[config.mk]
export PLATFORM = sky130hd
export DESIGN_NAME = tcc_controller
export DESIGN_NICKNAME = d
export VERILOG_FILES = /design/src/rtl/tcc_pkg.sv /design/src/rtl/tcc_controller.sv
export SDC_FILE = /design/constraint.sdc
export NUM_CORES = 1
export LEC_CHECK = 0
export ABC_AREA = 1
export BUFFER_PORTS_ARGS = -buffer_cell sky130_fd_sc_hd__buf_2
export CORE_AREA = 2 2 39 41
export CTS_CLUSTER_SIZE = 40
export DETAILED_ROUTE_END_ITERATION = 12
export DIE_AREA = 0 0 41 43
export HOLD_SLACK_MARGIN = 0.08
export PLACE_DENSITY = 0.59
export SLEW_MARGIN = 20
export SYNTH_ARGS = -nofsm -noshare
export SYNTH_HDL_FRONTEND = slang
export SYNTH_SLANG_ARGS = --single-unit
[constraint.sdc]
create_clock -name clk -period 1.3 [get_ports clk]
set_clock_uncertainty 0.05 [all_clocks]
set_input_delay 0.13 -clock clk [delete_from_list [all_inputs] [get_ports clk]]
set_output_delay 0.13 -clock clk [all_outputs]
set_load 0.1 [all_outputs]
[src/rtl/tcc_pkg.sv]
// Shared types and constants for the text console cursor engine.
// Holds the request/response beat structs and the controller/datapath link.
// No dependencies.
`timescale 1ns / 1ps
`default_nettype none

package tcc_pkg;

	// Request kinds
	localparam logic [1:0] KIND_PUT   = 2'd0;
	localparam logic [1:0] KIND_CLEAR = 2'd1;
	localparam logic [1:0] KIND_READ  = 2'd2;

	// Configuration register indexes
	localparam int CFG_INDEX_W = 1;
	localparam int CFG_DATA_W  = 4;
	localparam logic [CFG_INDEX_W-1:0] REG_FOREGROUND = 1'd0;
	localparam logic [CFG_INDEX_W-1:0] REG_BACKGROUND = 1'd1;

	// Color reset values
	localparam logic [3:0] FG_RESET = 4'hF;
	localparam logic [3:0] BG_RESET = 4'h0;

	// Control bytes and blank cell
	localparam logic [7:0]  CHAR_BS    = 8'h08;
	localparam logic [7:0]  CHAR_TAB   = 8'h09;
	localparam logic [7:0]  CHAR_LF    = 8'h0A;
	localparam logic [7:0]  CHAR_CR    = 8'h0D;
	localparam logic [7:0]  CHAR_SPACE = 8'h20;
	localparam logic [15:0] RESET_CELL = 16'h0F20;

	typedef struct packed {
		logic [1:0]  kind;
		logic [7:0]  char_code;
		logic [10:0] cell_address;
	} req_item_t;

	typedef struct packed {
		logic [6:0]  cursor_column;
		logic [4:0]  cursor_row;
		logic [10:0] cursor_index;
		logic [15:0] cell_data;
		logic        scrolled;
	} rsp_item_t;

	// Screen sweep operations driven by the controller
	typedef enum logic [2:0] {
		SW_NONE,
		SW_INIT,
		SW_CLEAR,
		SW_COPY,
		SW_FILL
	} sweep_op_t;

	typedef struct packed {
		logic      capture;
		logic      put;
		logic      read;
		logic      home;
		logic      load_result;
		sweep_op_t op;
	} dp_cmd_t;

	typedef struct packed {
		logic [1:0] kind;
		logic       put_scroll;
		logic       copy_last;
		logic       sweep_last;
		logic       rsp_free;
	} dp_status_t;

endpackage

`default_nettype wire

[src/rtl/tcc_controller.sv]
// Controller: sequences decode, put, read, scroll and clear sweeps for one request at a time.
// Depends on tcc_pkg; drives tcc_datapath through dp_cmd_t.
`timescale 1ns / 1ps
`default_nettype none

module tcc_controller
	import tcc_pkg::*;
(
	input  wire logic       clk,
	input  wire logic       arst_n,
	input  wire logic       req_valid,
	output      logic       req_stall,
	output      dp_cmd_t    cmd,
	input  wire dp_status_t sts
);

	typedef enum logic [3:0] {
		ST_INIT,
		ST_IDLE,
		ST_DECODE,
		ST_PUT,
		ST_COPY,
		ST_DRAIN,
		ST_FILL,
		ST_CLEAR,
		ST_READ,
		ST_DONE
	} state_t;

	state_t state_q;

	// State register
	always_ff @(posedge clk or negedge arst_n) begin
		if (!arst_n) begin
			state_q <= ST_INIT;
		end else begin
			unique case (state_q)
				ST_INIT: begin
					if (sts.sweep_last) state_q <= ST_IDLE;
				end
				ST_IDLE: begin
					if (req_valid) state_q <= ST_DECODE;
				end
				ST_DECODE: begin
					unique case (sts.kind)
						KIND_PUT:   state_q <= ST_PUT;
						KIND_CLEAR: state_q <= ST_CLEAR;
						KIND_READ:  state_q <= ST_READ;
						default:    state_q <= ST_DONE;
					endcase
				end
				ST_PUT:   state_q <= sts.put_scroll ? ST_COPY : ST_DONE;
				ST_COPY: begin
					if (sts.copy_last) state_q <= ST_DRAIN;
				end
				ST_DRAIN: state_q <= ST_FILL;
				ST_FILL: begin
					if (sts.sweep_last) state_q <= ST_DONE;
				end
				ST_CLEAR: begin
					if (sts.sweep_last) state_q <= ST_DONE;
				end
				ST_READ:  state_q <= ST_DONE;
				ST_DONE: begin
					if (sts.rsp_free) state_q <= ST_IDLE;
				end
				default:  state_q <= ST_INIT;
			endcase
		end
	end

	// Commands decoded from state
	always_comb begin
		cmd             = '0;
		cmd.op          = SW_NONE;
		cmd.capture     = (state_q == ST_IDLE) && req_valid;
		cmd.put         = (state_q == ST_PUT);
		cmd.read        = (state_q == ST_READ);
		cmd.home        = (state_q == ST_CLEAR);
		cmd.load_result = (state_q == ST_DONE) && sts.rsp_free;
		unique case (state_q)
			ST_INIT:  cmd.op = SW_INIT;
			ST_COPY:  cmd.op = SW_COPY;
			ST_FILL:  cmd.op = SW_FILL;
			ST_CLEAR: cmd.op = SW_CLEAR;
			default:  cmd.op = SW_NONE;
		endcase
	end

	assign req_stall = (state_q != ST_IDLE);

endmodule

`default_nettype wire

# Word-level counts from Yosys, hierarchy flattened
# Cells that the tools add are included.
# W data, S select, Z words.
# word_totals
in_bits,9
reg_bits,4
out_inout_bits,9
# op_classes
n_mux,9
n_reduce_logical,6
n_eq_ne,17
# op_table
cell,count
$pmux W4 S9,1
$mux W4,6
$eq A4 B3 Y1 const B,4
$pmux W3 S4,1
$pmux W4 S3,1
$eq A4 B2 Y1 const B,2
$eq A4 B4 Y1 const B,2
$ne A2 B2 Y1 const B,4
$reduce_and A5 Y1,1
$eq A4 B1 Y1 const B,1
$logic_not A4 Y1,1
$ne A4 B1 Y1 const B,1
$eq A2 B1 Y1 const B,1
$eq A2 B2 Y1 const B,1
$logic_and A1 B1 Y1,2
$logic_not A2 Y1,1
$ne A2 B1 Y1 const B,1
$reduce_or A2 Y1,1

# Longest topological paths before layout
# depth
ltp_word,4
ltp_mapped,8
mapped_depth_nobuf,8

# Least setup slack after synthesis
# No wires, ideal clock.
# synth_timing
path_type,reg-to-output
start,register state_q[2]
end,output port cmd[7] in the netlist's numbering
path_slack_ps,-1585
required_time_ps,1120
arrival_time_ps,2705
path_buffers,0
stages_incl_launch_ff,4
path_cell_list,dfrtp_1 nor2_4 nand2_1 nor2_1
# synth_rtl
element,line,rtl
from (decl),tcc_controller.sv:30,state_t state_q;
from (signal assigned),tcc_controller.sv:52,ST_PUT: state_q <= sts.put_scroll ? ST_COPY : ST_DONE;
to (decl),tcc_controller.sv:13,"output dp_cmd_t cmd,"

==> impl_metrics.env <==
export IMPL_htree_levels=1
export IMPL_rows=14
export IMPL_drt_wirelength_per_cell_um=12.1
export IMPL_grt_util_all_layers=0.202
export IMPL_irDropWorstVdd_v=0.00221
export IMPL_routed_wl_mm=1.60
export IMPL_cts_tree="built"
export IMPL_clk_latency_ps=250
export IMPL_yosysSeqAreaShare=0.229
export IMPL_cp_arrival_ps=1320
export IMPL_worst_pin_slew_ps=226
export IMPL_hold_class="input port to async pin"
export IMPL_hold_violations=0
export IMPL_cp_required_ps=1120
export IMPL_finalCritPeriodShare=1.16
export IMPL_status="complete, but fails checks"
export IMPL_crit_slowest_cell="dfrtp_2"
export IMPL_finalSetupViolations=13
export IMPL_critPathTopFamily="flip-flops"
export IMPL_synth_flop_cell="dfrtp_1"
export IMPL_final_cells=132
export IMPL_clock_sinks=4
export IMPL_max_freq_mhz=665
export IMPL_clock_root_buffer="clkbuf_4"
export IMPL_maxCapViolations=0
export IMPL_dieArea_sq_mm=0.00176
export IMPL_synth_top_area_cell="nand2_1"
export IMPL_end_kind="output port"
export IMPL_final_cell_area_sq_mm=0.00101
export IMPL_pwr_density_cell_mw_per_mm2=2770
export IMPL_vias_per_cell=4.83
export IMPL_die_width_um=41
export IMPL_grt_pass1_wl_mm=2.46
export IMPL_start_util=0.316
export IMPL_yosysMostFrequentCell="nand2_1"
export IMPL_final_core_util=0.733
export IMPL_largest_reg_flops=4
export IMPL_synth_yosys_warnings=0
export IMPL_clkTransAtPathRegs_ps=40
export IMPL_top_regs="state_q x4"
export IMPL_final_antenna_net_count=0
export IMPL_place_hpwl_mm=1.10
export IMPL_antenna_found_initial=0
export IMPL_syn_area_sq_um=437
export IMPL_crit_chain="nor2_4 > buf_12 > nand2_8 > nor2_4 > buf_12"
export IMPL_rsz0062_at_grt="yes"
export IMPL_yosysUniqueCellTypes=13
export IMPL_die_h_um=43
export IMPL_first_pass_iters=5
export IMPL_fillCellCount=99
export IMPL_p_total_mw=2.81
export IMPL_vias=637
export IMPL_placed_cells=118
export IMPL_critPathMaxStageDelay_ps=460
export IMPL_place_gp_congestion=0.909
export IMPL_nNetsFinal=126
export IMPL_synthTopCellsByCount="nand2_1, inv_1, nor2_1"
export IMPL_drt_initial_drc_count=14
export IMPL_globalRouteOverflowTotal=0
export IMPL_clk_path_buf_depth=2
export IMPL_min_period_ps=1500
export IMPL_drc=0
export IMPL_synth_top_area_frac=0.249
export IMPL_async_flop_share=1.00
export IMPL_synth_top_cells_by_area="nand2_1, dfrtp_1, nand3_1, inv_1, nor2_1"
export IMPL_io_pins=18
export IMPL_critPathKind="flip-flop to output port"
export IMPL_regMostFlops="state_q"
export IMPL_drive_above_1_share=0.603
export IMPL_p_leak_nw=0.496
export IMPL_area_growth_pct=132
export IMPL_grt_max_degree=7
export IMPL_rrSetupSlack_ps=-90
export IMPL_failed_checks="setup timing"
export IMPL_cp_num_buf_inv=2
export IMPL_setup_slack_ps=-204
export IMPL_numCtsBuffers=3
export IMPL_maxSlewHeadroom=0.849
export IMPL_cp_start_kind="flip-flop"
export IMPL_dp_slack_ps=-36.1
export IMPL_ys_ff_latch=4
export IMPL_core_area_sq_mm=0.00138
export IMPL_synth_edf_count=0
export IMPL_whs_ps=167
export IMPL_finalMaxSlewViolations=0
export IMPL_avgSynthCellArea_sq_um=5.46
export IMPL_syn_num_nets=89
export IMPL_crit_path_max_fanout=6
export IMPL_grt_pass1_vias=617
export IMPL_dpl_cell_area_sq_um=828
export IMPL_synthCells=80
export IMPL_setup_tns_ps=-1750
export IMPL_antenna_diode_count=0
export IMPL_io_buffers=17
final timing paths:
check | startpoint | end | cells past startpoint
max in group asynchronous | arst_n | state_q[1] | 2
min | arst_n | state_q[2] | 2
max reg2reg | state_q[2] | state_q[1] | 7
min reg2reg | state_q[2] | state_q[2] | 2
min in group clk | sts[5] | state_q[1] | 4
max | state_q[2] | cmd[7] | 5
cells by family after synthesis:
logic type | share of synthesized area
buf+inv | 0.112
compound gates | 0.0344
simple gates | 0.625
flops | 0.229
repair_timing:
action,CTS,global route
pin swaps,5,8
buffers inserted,6,3
endpoints found under the setup margin,13,13
cloned,0,0
endpoints found under the hold margin,4,0
hold buffers,1,0
gates resized for setup,9,14
routing by layer:
layer | share of wire | global-route usage | vias up
li1 | - | - | 321
met1 | 0.40 | 0.265 | 279
met2 | 0.50 | 0.291 | 26
met3 | 0.043 | 0.0157 | 11
met4 | 0.055 | 0.153 | 0
met5 | 0 | 0 | -
area by class of cell:
type                            instances  area (sq um)  area share
Clock buffer                            4          26.3      0.0259
Inverter                               13          57.6      0.0567
Multi-Input combinational cell         63           439       0.433
Sequential cell                         4           105       0.104
Tap cell                               16          20.0      0.0197
Timing Repair Buffer                   32           367       0.361
cells in the final DEF (no fill, tap or decap):
cell type | netlist | layout
a21oi_1 | 2 | 1
a21oi_4 | 0 | 1
buf_12 | 0 | 10
buf_2 | 0 | 8
buf_4 | 0 | 9
buf_6 | 0 | 3
buf_8 | 0 | 1
clkbuf_1 | 0 | 1
clkbuf_4 | 0 | 3
clkinvlp_4 | 0 | 1
dfrtp_2 | 0 | 4
dlygate4sd3_1 | 0 | 1
inv_1 | 12 | 8
inv_2 | 1 | 2
inv_4 | 0 | 2
nand2_1 | 29 | 21
nand2_2 | 0 | 4
nand2_4 | 0 | 2
nand2_8 | 0 | 2
nand3_1 | 10 | 6
nand3_2 | 1 | 4
nand3_4 | 0 | 1
nand4_1 | 2 | 2
nor2_1 | 12 | 6
nor2_2 | 3 | 4
nor2_4 | 2 | 7
nor3_4 | 0 | 1
o21ai_2 | 0 | 1
worst reg2reg max path: stages, from the launching register on:
cell and delay (ps):
dfrtp_2 460, nor2_4 140, buf_12 130, buf_8 110, nand2_2 60, o21ai_2 170
nand3_1 110, nand2_1 90
where the power goes:
part / internal, mW / switching (mW) / total (mW)
Clock: 0.116 / 0.0609 / 0.177
Combinational: 0.922 / 1.43 / 2.35
Sequential: 0.186 / 0.0937 / 0.279
Total: 1.22 / 1.58 / 2.81
(Power assumes the default switching activity.)
